<file path="src/hdl/dsf_pkg.sv">
// Shared types and constants for the damped spring force block.
// Used by the datapath, controller, top level, checker and testbench; depends on nothing.
`default_nettype none
package dsf_pkg;

	// Stream widths: twelve 32-bit input fields, three 32-bit forces, three flags.
	localparam int IN_W      = 384;
	localparam int OUT_W     = 96;
	localparam int USER_W    = 3;
	localparam int CFG_IDX_W = 8;
	localparam int CFG_DAT_W = 32;

	// Fraction bits of the unit direction vector.
	localparam int DIR_BITS = 30;

	// Configuration register indexes.
	localparam logic [CFG_IDX_W-1:0] REG_SPRING_K  = 8'd0;
	localparam logic [CFG_IDX_W-1:0] REG_DAMPING   = 8'd1;
	localparam logic [CFG_IDX_W-1:0] REG_REST_LEN  = 8'd2;
	localparam logic [CFG_IDX_W-1:0] REG_MODE_3D   = 8'd3;

	// Controller states.
	typedef enum logic [2:0] {
		ST_IDLE,
		ST_MUL,
		ST_MWAIT,
		ST_RINIT,
		ST_ROOT,
		ST_DINIT,
		ST_DIV,
		ST_FIN
	} state_t;

	// Multiply operations, in the order the controller issues them.
	typedef enum logic [3:0] {
		MO_SQ_X,
		MO_SQ_Y,
		MO_SQ_Z,
		MO_SPRING,
		MO_DOT_X,
		MO_DOT_Y,
		MO_DOT_Z,
		MO_DAMP,
		MO_F_X,
		MO_F_Y,
		MO_F_Z,
		MO_VS_X,
		MO_VS_Y,
		MO_FS_X,
		MO_FS_Y
	} mul_op_t;

	// Commands from the controller to the datapath.
	typedef struct packed {
		logic      load;
		logic      mul_start;
		logic      mul_wb;
		mul_op_t   op;
		logic      root_init;
		logic      root_step;
		logic      div_init;
		logic      div_step;
		logic      div_last;
		logic [1:0] axis;
		logic      out_load;
	} dp_cmd_t;

	// Status from the datapath to the controller.
	typedef struct packed {
		logic mul_done;
		logic dist_zero;
		logic mode_3d;
		logic out_free;
	} dp_stat_t;

endpackage
`default_nettype wire

</file>
<file path="src/hdl/dsf_ctrl.sv">
// Controller: sequences loading, squares, square root, three divisions and the
// multiply chain, then hands the result to the output register. Uses dsf_pkg.
`default_nettype none
module dsf_ctrl (
	input  logic              clk,
	input  logic              arst_n,
	input  logic              in_valid,
	output logic              in_ready,
	output dsf_pkg::dp_cmd_t  cmd,
	input  dsf_pkg::dp_stat_t stat
);
	import dsf_pkg::*;

	localparam logic [5:0] ROOT_LAST = 6'd32;
	localparam logic [5:0] DIV_LAST  = 6'd30;
	localparam logic [1:0] AXIS_Z    = 2'd2;

	state_t     state_q, state_d;
	mul_op_t    op_q;
	logic [5:0] cnt_q;
	logic [1:0] axis_q;

	function automatic mul_op_t op_succ(input mul_op_t op);
		mul_op_t nxt;
		case (op)
			MO_SQ_X:   nxt = MO_SQ_Y;
			MO_SQ_Y:   nxt = MO_SQ_Z;
			MO_SQ_Z:   nxt = MO_SPRING;
			MO_SPRING: nxt = MO_DOT_X;
			MO_DOT_X:  nxt = MO_DOT_Y;
			MO_DOT_Y:  nxt = MO_DOT_Z;
			MO_DOT_Z:  nxt = MO_DAMP;
			MO_DAMP:   nxt = MO_F_X;
			MO_F_X:    nxt = MO_F_Y;
			MO_F_Y:    nxt = MO_F_Z;
			MO_F_Z:    nxt = MO_VS_X;
			MO_VS_X:   nxt = MO_VS_Y;
			MO_VS_Y:   nxt = MO_FS_X;
			MO_FS_X:   nxt = MO_FS_Y;
			default:   nxt = MO_SQ_X;
		endcase
		return nxt;
	endfunction

	// Next state.
	always_comb begin
		state_d = state_q;
		case (state_q)
			ST_IDLE: begin
				if (in_valid) state_d = ST_MUL;
			end
			ST_MUL: state_d = ST_MWAIT;
			ST_MWAIT: begin
				if (stat.mul_done) begin
					case (op_q)
						MO_SQ_Z: state_d = ST_RINIT;
						MO_F_Z:  state_d = stat.mode_3d ? ST_FIN : ST_MUL;
						MO_FS_Y: state_d = ST_FIN;
						default: state_d = ST_MUL;
					endcase
				end
			end
			ST_RINIT: state_d = stat.dist_zero ? ST_FIN : ST_ROOT;
			ST_ROOT: begin
				if (cnt_q == '0) state_d = ST_DINIT;
			end
			ST_DINIT: state_d = ST_DIV;
			ST_DIV: begin
				if (cnt_q == '0) state_d = (axis_q == AXIS_Z) ? ST_MUL : ST_DINIT;
			end
			ST_FIN: begin
				if (stat.out_free) state_d = ST_IDLE;
			end
			default: state_d = ST_IDLE;
		endcase
	end

	// Command outputs.
	always_comb begin
		in_ready      = (state_q == ST_IDLE);
		cmd           = '0;
		cmd.op        = op_q;
		cmd.axis      = axis_q;
		cmd.load      = (state_q == ST_IDLE) && in_valid;
		cmd.mul_start = (state_q == ST_MUL);
		cmd.mul_wb    = (state_q == ST_MWAIT) && stat.mul_done;
		cmd.root_init = (state_q == ST_RINIT) && !stat.dist_zero;
		cmd.root_step = (state_q == ST_ROOT);
		cmd.div_init  = (state_q == ST_DINIT);
		cmd.div_step  = (state_q == ST_DIV);
		cmd.div_last  = (state_q == ST_DIV) && (cnt_q == '0);
		cmd.out_load  = (state_q == ST_FIN) && stat.out_free;
	end

	// State, operation, iteration count and axis registers.
	always_ff @(posedge clk or negedge arst_n) begin
		if (!arst_n) begin
			state_q <= ST_IDLE;
			op_q    <= MO_SQ_X;
			cnt_q   <= '0;
			axis_q  <= '0;
		end else begin
			state_q <= state_d;
			case (state_q)
				ST_IDLE: begin
					op_q   <= MO_SQ_X;
					axis_q <= '0;
				end
				ST_MWAIT: begin
					if (stat.mul_done) op_q <= op_succ(op_q);
				end
				ST_RINIT: cnt_q <= ROOT_LAST;
				ST_ROOT:  cnt_q <= cnt_q - 6'd1;
				ST_DINIT: cnt_q <= DIV_LAST;
				ST_DIV: begin
					cnt_q <= cnt_q - 6'd1;
					if (cnt_q == '0) axis_q <= axis_q + 2'd1;
				end
				default: cnt_q <= cnt_q;
			endcase
		end
	end

endmodule
`default_nettype wire

</file>
<file path="config.mk">
export PLATFORM = sky130hd
export DESIGN_NAME = dsf_ctrl
export DESIGN_NICKNAME = d
export VERILOG_FILES = /design/src/hdl/dsf_pkg.sv /design/src/hdl/dsf_ctrl.sv
export SDC_FILE = /design/constraint.sdc
export NUM_CORES = 1
export LEC_CHECK = 0
export BUFFER_PORTS_ARGS = -buffer_cell sky130_fd_sc_hd__buf_2
export CAP_MARGIN = 20
export CORE_UTILIZATION = 53
export CTS_BUF_LIST = sky130_fd_sc_hd__clkbuf_8
export CTS_CLUSTER_SIZE = 30
export DETAILED_ROUTE_END_ITERATION = 6
export PLACE_DENSITY = 0.87
export SYNTH_ARGS = -nofsm -noshare
export SYNTH_HDL_FRONTEND = slang
export SYNTH_SLANG_ARGS = --single-unit
</file>
<file path="constraint.sdc">
create_clock -name clk -period 1.65 [get_ports clk]
set_input_delay 0.2475 -clock clk [delete_from_list [all_inputs] [get_ports clk]]
set_output_delay 0.2475 -clock clk [all_outputs]
set_load 0.005 [all_outputs]
</file>
# [Word level (Yosys, flattened, before mapping)]
# Memory sizes are Yosys's and may differ from the RTL's.
# Index checks and enable logic that the tools add are counted.
[op_classes] n_reduce_logical=15 add_sub_neg=2 mux=15 n_eq_ne=16
[ops] op="$pmux W3 S8" count=1
[ops] op="$mux W3" count=7
[ops] op="$pmux W6 S3" count=1
[ops] op="$eq A3 B3 Y1 const B" count=4
[ops] op="$pmux W3 S3" count=1
[ops] op="$eq A4 B4 Y1 const B" count=2
[ops] op="$pmux W4 S2" count=1
[ops] op="$eq A3 B2 Y1 const B" count=2
[ops] op="$logic_not A6 Y1" count=1
[ops] op="$ne A2 B2 Y1 const B" count=3
[ops] op="$sub A6 B1 Y6 const B" count=1
[ops] op="$logic_and A1 B1 Y1" count=5
[ops] op="$reduce_and A5 Y1" count=1
[ops] op="$eq A4 B2 Y1 const B" count=1
[ops] op="$mux W2" count=2
[ops] op="$mux W4" count=1
[ops] op="$ne A2 B1 Y1 const B" count=2
[ops] op="$pmux W2 S2" count=1
[ops] op="$reduce_and A2 Y1" count=2
[ops] op="$reduce_bool A2 Y1" count=2
[ops] op="$eq A3 B1 Y1 const B" count=1
[ops] op="$logic_not A3 Y1" count=1
[ops] op="$reduce_bool A3 Y1" count=1
[ops] op="$add A2 B1 Y2 const B" count=1
[ops] op="other kinds (3)" count=3
[totals] output_inout_bits=16 word_cells=53 mem_bits_ro=64 regBits=15 mem_count=1
[memory_table] name="(no name shown)" depth=16 word_bits=4 read_ports=1 rd_clocked_by_memory_dff=0 wr=0 line="dsf_ctrl.sv:25" rtl="case (op)"

# [Longest topological paths before layout]
# Gate-level depths: netlist of run 1.
[logic_depth] depth_word=4 mapped_depth=6 depth_no_buf=6

# [Least setup slack after synthesis of run 1]
# Ideal clock, no wire load.
[synth_path] path_kind="register to register" start="register cnt_q[3]" end="register state_q[1]" setup_slack_ns=0.194 arrival_time_ns=1.338 path_stages_with_launch=5 path_buffers=0 path_cell_list="dfrtp_1 nor4_4 nand2_1 a221o_1 a21o_1"
[synth_between] elab_chain_len=3 elab_cells_between_ends=4
[synth_lines] item="start, declared" line="dsf_ctrl.sv:20" rtl="logic [5:0] cnt_q;"
[synth_lines] item="start signal, assigned" line="dsf_ctrl.sv:113" rtl="ST_ROOT: cnt_q <= cnt_q - 6'd1;"
[synth_lines] item="start signal, assigned" line="dsf_ctrl.sv:116" rtl="cnt_q <= cnt_q - 6'd1;"
[synth_lines] item="start signal, assigned" line="dsf_ctrl.sv:119" rtl="default: cnt_q <= cnt_q;"
[synth_lines] item="$logic_not A6 Y1 (*)" line="dsf_ctrl.sv:65, dsf_ctrl.sv:69"
[synth_lines] item="$ne A2 B1 Y1 (no source line)"
[synth_lines] item="$reduce_and A5 Y1 (no source line) (*)"
[synth_lines] item="end signal, assigned" line="dsf_ctrl.sv:103" rtl="state_q <= state_d;"
[synth_lines] item="end, declared" line="dsf_ctrl.sv:18" rtl="state_t state_q, state_d;"
# Every way passes the cells marked *; elsewhere a longest branch is shown, timed or not.
# A chain may end at the register's enable or synchronous reset.

==> summary.txt, run 1 <==
Synthesis
  • EDFF count, synth: 0
  • Simple-gate portion of the synthesized area: between 20% and 30%
  • Synth Flop Type: dfrtp_1
  • Synth Area in Compound Gates: 19.22%
  • Sequential area share after synthesis: a little over a third
  • Dominant cell type by area after synthesis: dfrtp_1
  • Yosys reg bits: 15
  • Post-synth top area share: 35.38%
  • Mapped Avg Cell Area: approximately 8.4 um2
  • Synth async-reset ratio: between 90% and 100%
  • Top cells by area, synth: dfrtp_1, ha_1, nand2_1
  • Mapped cell area: ~1100 um2
  • Top cells by count, synth: dfrtp_1, nand2_1, a21oi_1, inv_1
  • Netlist cell types: 33
  • Post-synth net total: approximately 140
  • Post-synthesis mux area share: ~6.0%
  • Post-Synth Adder-Cell Area: about a tenth
  • Synth warnings: 0
  • Main combinational cell family by area after synthesis: simple AND/OR/NAND/NOR gates
  • XOR/XNOR Fraction of Synth Area: 0%
  • Gate Count Post-Synth: about 130

STA
  • Max Clock Freq: roughly 600 MHz
  • Final Hold Slack: roughly 0.37 ns
  • Crit path time final: around 1.6 ns
  • Final Setup Violations: 0
  • Final Skew: between 0.002 and 0.0025 ns
  • Final Hold Violating Endpoints: 0
  • Period utilisation layout: 99.39%
  • Worst relative slew slack: between 70% and 80%
  • Max Slew Vio Count: 0
  • RSZ-0062 raised after global routing: true
  • Least-Margin Pin Slew: 0.3789 ns

Cells and area
  • Layout fillers: 132
  • Finished Core Util: about three quarters
  • Ant diodes: 0
  • Non-Filler Instances: 180
  • Final net count: 171
  • Area Growth Syn to Fin: 24.65%
  • Share of cells above drive strength 1: between 30% and 40%

Power
  • Net Sw Power: 1.065 mW
  • Clock Power Share: between 10% and 20%
  • Switching Share: between 40% and 50%
  • VDD IR max: about 1100 uV
  • Flop pwr share: roughly a third
  • Share of power burned in combinational logic: a little over half
  • Pwr Total: between 2 and 2.5 mW
  • Int Power: 1.273 mW
  • Power per cell area: ~1800 nW/um2
  • Static leakage: approximately 0.65 nW

Critical path
  • Critical Path RT: approximately 1.4 ns
  • R2r startpoint: cnt_q[2]
  • Crit path max fanout: 3
  • FF-to-FF End: cnt_q[3]
  • CP endpoint kind: output port
  • CP endpoint: cmd[3]
  • Worst setup SP type: flip-flop
  • Reg2Reg Depth: 4
  • Setup Crit Path Kind: flip-flop to output port
  • Worst Setup SP: cnt_q[5]
  • R2R Setup Slk: 0.09 ns
  • CP Data Arrival Time: 1.39 ns

Outcome
  • Outcome: finished, final reports clean

Clocking
  • Clk_lat worst skew: between 0.2 and 0.3 ns
  • Htree depth: 1
  • Clk sinks: 15
  • Clock buffer depth: 2
  • CTS tree: built
  • Total CTS buffers: 3
  • Clk root buf: clkbuf_8
  • Worst-path clk slew: 0.07 ns

Global route
  • First-pass GRT wire length: around 4.2 mm
  • GRT Residual Overflow: 0
  • Largest net degree at the start of global routing: 16
  • Vias in the first global route: 950
  • Total Routing Usage GR: between 20% and 30%
  • Initial antenna violation count: 0

Placed design
  • PortBufs: 22
  • Global placer's final weighted congestion: 0.8695
  • DPL Wire Length: between 1.5 and 2 mm
  • Placed insts: roughly 170

Drt
  • First-pass DRT Iterations: 4
  • # DRC: 0
  • First DRT Iteration DRCs: 49
  • Via/cell ratio: between 5 and 6
  • Post-route ant nets: 0
  • Routed WL: approximately 2.7 mm
  • Avg WL per Cell: roughly 15 um
  • Vias: around 1,100

Worst hold path
  • Hold WC Path Type: primary input to flip-flop

Floorplan
  • # IOs: 23
  • Initial Utilization: between 50 and 60%
  • Chip width: between 40 and 50 um
  • Die Ht: between 40 and 50 um
  • Die ar.: 2185 um2
  • Core area: between 1500 and 2000 um2
  • Core Rows: 15

Job
  • MaxCap Viol Count: 0
==> cell usage in the layout, fill, tap and decap left out, types with 4 or more instances in the layout <==
| cell | instances |
|---|---|
| nor2_1 | 7 |
| ha_1 | 7 |
| dfrtp_1 | 10 |
| nand2_1 | 14 |
| dfrtp_2 | 5 |
| inv_1 | 11 |
| o22ai_1 | 4 |
| buf_2 | 22 |
| nor3_1 | 4 |
| nand3_1 | 5 |
| o21ai_0 | 6 |
| a21oi_1 | 11 |
| buf_4 | 8 |
==> timing repair <==
item	4_1_cts	5_1_grt
buffers inserted	1	3
hold buffers	1	0
gates cloned	0	0
pin swaps	1	2
hold endpoints to repair	15	0
endpoints found under the setup margin	4	9
resized for setup	3	9
==> metal layers <==
| layer | wire length, um | GRT usage, % |
|---|---|---|
| met3 | 157 | 3.462 |
| met4 | 29 | 6.857 |
| met2 | 1333 | 45.56 |
| met5 | 0 | 0 |
| met1 | 1224 | 37.35 |
==> kinds of logic (layout without fill, tap and decap cells) <==
logic type	after synthesis	after routing
flip-flops	15	15
buffers and inverters	17	45
adder cells (fa/ha/maj)	9	9
AND/OR/NAND/NOR	47	47
AO/OA/AOI/OAI	33	33
multiplexers	6	6
==> power by group through the flow <==
stage	combinational (mW)	clock (mW)	sequential, mW
final	1.24	0.313	0.782
after global routing	1.39	0.319	0.806
after CTS	1.11	0.303	0.757
after detailed placement	1.09	0	0.754
after global placement	1.03	0	0.738
after floorplan	0.820	0	0.669
==> flip-flops by register name (all words and copies together), names as in the netlist <==
| register | flops |
|---|---|
| state_q | 3 |
| op_q | 4 |
| cnt_q | 6 |
| axis_q | 2 |
==> critical path, stage by stage, from the launching register on <==
cell and delay, ns:
dfrtp_2 0.44, nor4_4 0.31, nand4_1 0.18, inv_1 0.09, buf_2 0.11
==> through the flow <==
step / area (um2) / setup WS [ns] / TNS (ns)
4_1_cts: 1274 / 0.002393 / 0
2_1_floorplan: 1061 / 0.1936 / 0
6_report: 1323 / 0.01003 / 0
3_3_place_gp: 1206 / 0.1654 / 0
5_1_grt: 1323 / -0.03611 / -0.04130
3_5_place_dp: 1206 / 0.07886 / 0
==> layout make-up <==
type	count	area, um2	area share, %
multi-input cells	95	646.9	48.91
inverters	10	37.54	2.838
well taps	25	31.28	2.365
repair buffers	31	180.2	13.62
flip-flops and latches	15	381.6	28.86
clock buffers	3	41.29	3.122
clock inverters	1	3.754	0.2838
==> how the worst min path moves through the flow <==
stage | to | from | cells after the start
final | state_q[2] | stat[0] | 4
after global routing | state_q[0] | stat[0] | 3
after CTS | state_q[2] | stat[0] | 4
after detailed placement | cnt_q[4] | arst_n | 1
after global placement | cnt_q[5] | arst_n | 1
after floorplan | axis_q[0] | arst_n | 0
No activity file was read; power rests on OpenSTA's default activity.
==> run 2, diff against run 1 <==
==> constraint.sdc (replaced) <==
create_clock -name clk -period 1.8 [get_ports clk]
set_input_delay 0.27 -clock clk [delete_from_list [all_inputs] [get_ports clk]]
set_output_delay 0.27 -clock clk [all_outputs]
set_load 0.005 [all_outputs]
==> summary.txt, run 2 (synthesized netlist as in run 1, its figures left out) <==
Power
  • Power per cell area: 1585 nW/um2 (was 1768 nW/um2)
  • Share of power burned in combinational logic: 49.5% (was 53.2%)
  • Flop pwr share: 36.8% (was 33.4%)
  • Int Power: 1.085 mW (was 1.273 mW)
  • Static leakage: 0.6241 nW (was 0.6459 nW)
  • Clock Power Share: 13.7% (was 13.4%)
  • Net Sw Power: 0.9315 mW (was 1.065 mW)
  • VDD IR max: 1084 uV (was 1100 uV)
  • Switching Share: 46.20% (was 45.56%)

Cells and area
  • FF/Latch Area: 376.6 um2 (was 381.6 um2)
  • Most frequent cells in the layout: buf_2, nand2_1, dfrtp_1, inv_1, a21oi_1 (was buf_2, nand2_1, inv_1, a21oi_1, dfrtp_1)
  • Area Growth Syn to Fin: 19.93% (was 24.65%)
  • Layout fillers: 140 (was 132)
  • Top reg by flops: cnt_q (unchanged)
  • Top Registers: cnt_q: 6 flops, op_q: 4 flops, state_q: 3 flops (unchanged)
  • Finished Core Util: 70.63% (was 73.40%)
  • Largest register FFs: 6 (unchanged)
  • Ant diodes: 0 (unchanged)
  • Share of cells above drive strength 1: 23.84% (was 30.32%)
  • Most common cell after layout, fill and taps aside: buf_2 (unchanged)
  • Non-Filler Instances: 176 (was 180)
  • Final net count: 167 (was 171)
  • Footprint of the multi-input gates: 631.9 um2 (was 646.9 um2)

Global route
  • Met2 usage: 44.72% (was 45.56%)
  • Total Routing Usage GR: 27.21% (was 27.13%)
  • GRT met3 Usage: 3.846% (was 3.462%)
  • M1 GR Usage: 35.65% (was 37.35%)
  • Initial antenna violation count: 0 (unchanged)
  • GRT Residual Overflow: 0 (unchanged)
  • Largest net degree at the start of global routing: 16 (unchanged)
  • GRT busiest layer: met2 (unchanged)
  • Vias in the first global route: 932 (was 950)
  • First-pass GRT wire length: 4.167 mm (was 4.188 mm)

Clocking
  • CTS tree: built (unchanged)
  • Worst-path clk slew: 0.06 ns (was 0.07 ns)
  • Clk_lat worst skew: 0.25 ns (was 0.26 ns)
  • Htree depth: 1 (unchanged)
  • Clock buffer depth: 2 (unchanged)
  • Clk root buf: clkbuf_8 (unchanged)
  • Clk sinks: 15 (unchanged)
  • Total CTS buffers: 3 (unchanged)

STA
  • Max Slew Vio Count: 0 (unchanged)
  • Final worst slack: 0.09857 ns (was 0.01003 ns)
  • Worst relative slew slack: 69.94% (was 74.55%)
  • Final Skew: 0.002722 ns (was 0.002452 ns)
  • Final Setup Violations: 0 (unchanged)
  • Least-Margin Pin Slew: 0.4475 ns (was 0.3789 ns)
  • Period utilisation layout: a little over nine tenths
  • Crit path time final: around 1.7 ns
  • Final Hold Violating Endpoints: 0 (unchanged)
  • Fin Setup TNS: 0 ns (unchanged)
  • RSZ-0062 raised after global routing: false (was true)
  • Max Clock Freq: about 590 MHz
  • Final Hold Slack: 0.3817 ns (was 0.3710 ns)

Floorplan
  • Core Rows: 15 (unchanged)
  • Core area: 1802 um2 (unchanged)
  • Initial Utilization: 58.89% (unchanged)
  • # IOs: 23 (unchanged)
  • Die ar.: 2185 um2 (unchanged)
  • Chip width: 46.74 um (unchanged)
  • Die Ht: 46.74 um (unchanged)

Critical path
  • CP endpoint kind: output port (unchanged)
  • Worst setup SP type: flip-flop (unchanged)
  • CP Data Arrival Time: 1.43 ns (was 1.39 ns)
  • Crit path max fanout: 7 (was 3)
  • Reg2Reg Depth: 4 (unchanged)
  • Setup Crit Path Kind: flip-flop to output port (unchanged)
  • Critical Path RT: 1.53 ns (was 1.40 ns)

Placed design
  • Placement Setup Slack: 0.1737 ns (was 0.07886 ns)
  • DPL Wire Length: 1.892 mm (was 1.801 mm)
  • Placed insts: 170 (was 171)
  • Global placer's final weighted congestion: 0.8033 (was 0.8695)
  • PortBufs: 22 (unchanged)

Drt
  • First DRT Iteration DRCs: 28 (was 49)
  • Avg WL per Cell: 14.48 um (was 15.26 um)
  • # DRC: 0 (unchanged)
  • Via/cell ratio: 5.858 (was 5.983)
  • Routed WL: 2.548 mm (was 2.746 mm)
  • Post-route ant nets: 0 (unchanged)
  • First-pass DRT Iterations: 4 (unchanged)
  • Vias: 1,031 (was 1,077)

Worst hold path
  • Hold WC Path Type: primary input to flip-flop (unchanged)
  • Hold depth: 3 (was 4)

Job
  • MaxCap Viol Count: 0 (unchanged)

Outcome
  • Outcome: finished, final reports clean (unchanged)
[run 2: layout make-up]
cell class	instances	area share, %
Clock buffer	3	3.245
Clock inverter	1	0.2950
Inverter	10	2.950
Multi-Input combinational cell	95	49.66
Sequential cell	15	29.60
Tap cell	25	2.458
Timing Repair Buffer	27	11.80
[run 2: routing by layer]
metal  up-vias  part of all wire [%]
li1        495                     -
met1       480                    46
met2        47                    48
met3         9                   4.1
met4         0                   1.9
met5         -                     0
[run 2: final timing paths]
kind	from	endpoint	slack (ns)
setup / recovery	cnt_q[2]	cmd[3]	0.1
hold / removal	stat[0]	state_q[0]	0.38
setup reg to reg	cnt_q[2]	state_q[1]	0.21
hold reg to reg	axis_q[0]	axis_q[0]	0.51
max in group asynchronous	arst_n	state_q[1]	1.07
min in group asynchronous	arst_n	cnt_q[1]	0.45
[run 2: critical path, cell delays in order (launching register included)]
cell,delay (ns)
dfrtp_1,0.47
nor4_4,0.37
nand4_1,0.17
inv_1,0.08
buf_2,0.10
[run 2: through the flow]
step | power [mW] | area (um2)
after global placement | 1.595 | 1199
final | 2.016 | 1272
after floorplan | 1.365 | 1061
after global routing | 2.174 | 1272
after CTS | 1.970 | 1255
after detailed placement | 1.690 | 1199
[run 2: repair_timing]
action / 4_1_cts / 5_1_grt
resized for setup: 1 / 3
endpoints found under the hold margin: 15 / 0
buffers inserted: 0 / 1
hold buffers: 1 / 0
pin swaps: 1 / 1
setup endpoints to repair: 2 / 3
[run 2: power by group through the flow]
stage	clock network [mW]	logic (mW)	registers, mW
after floorplan	0	0.752	0.613
after global placement	0	0.900	0.696
after detailed placement	0	0.968	0.722
after CTS	0.276	0.975	0.719
after global routing	0.291	1.11	0.770
final	0.277	0.998	0.742
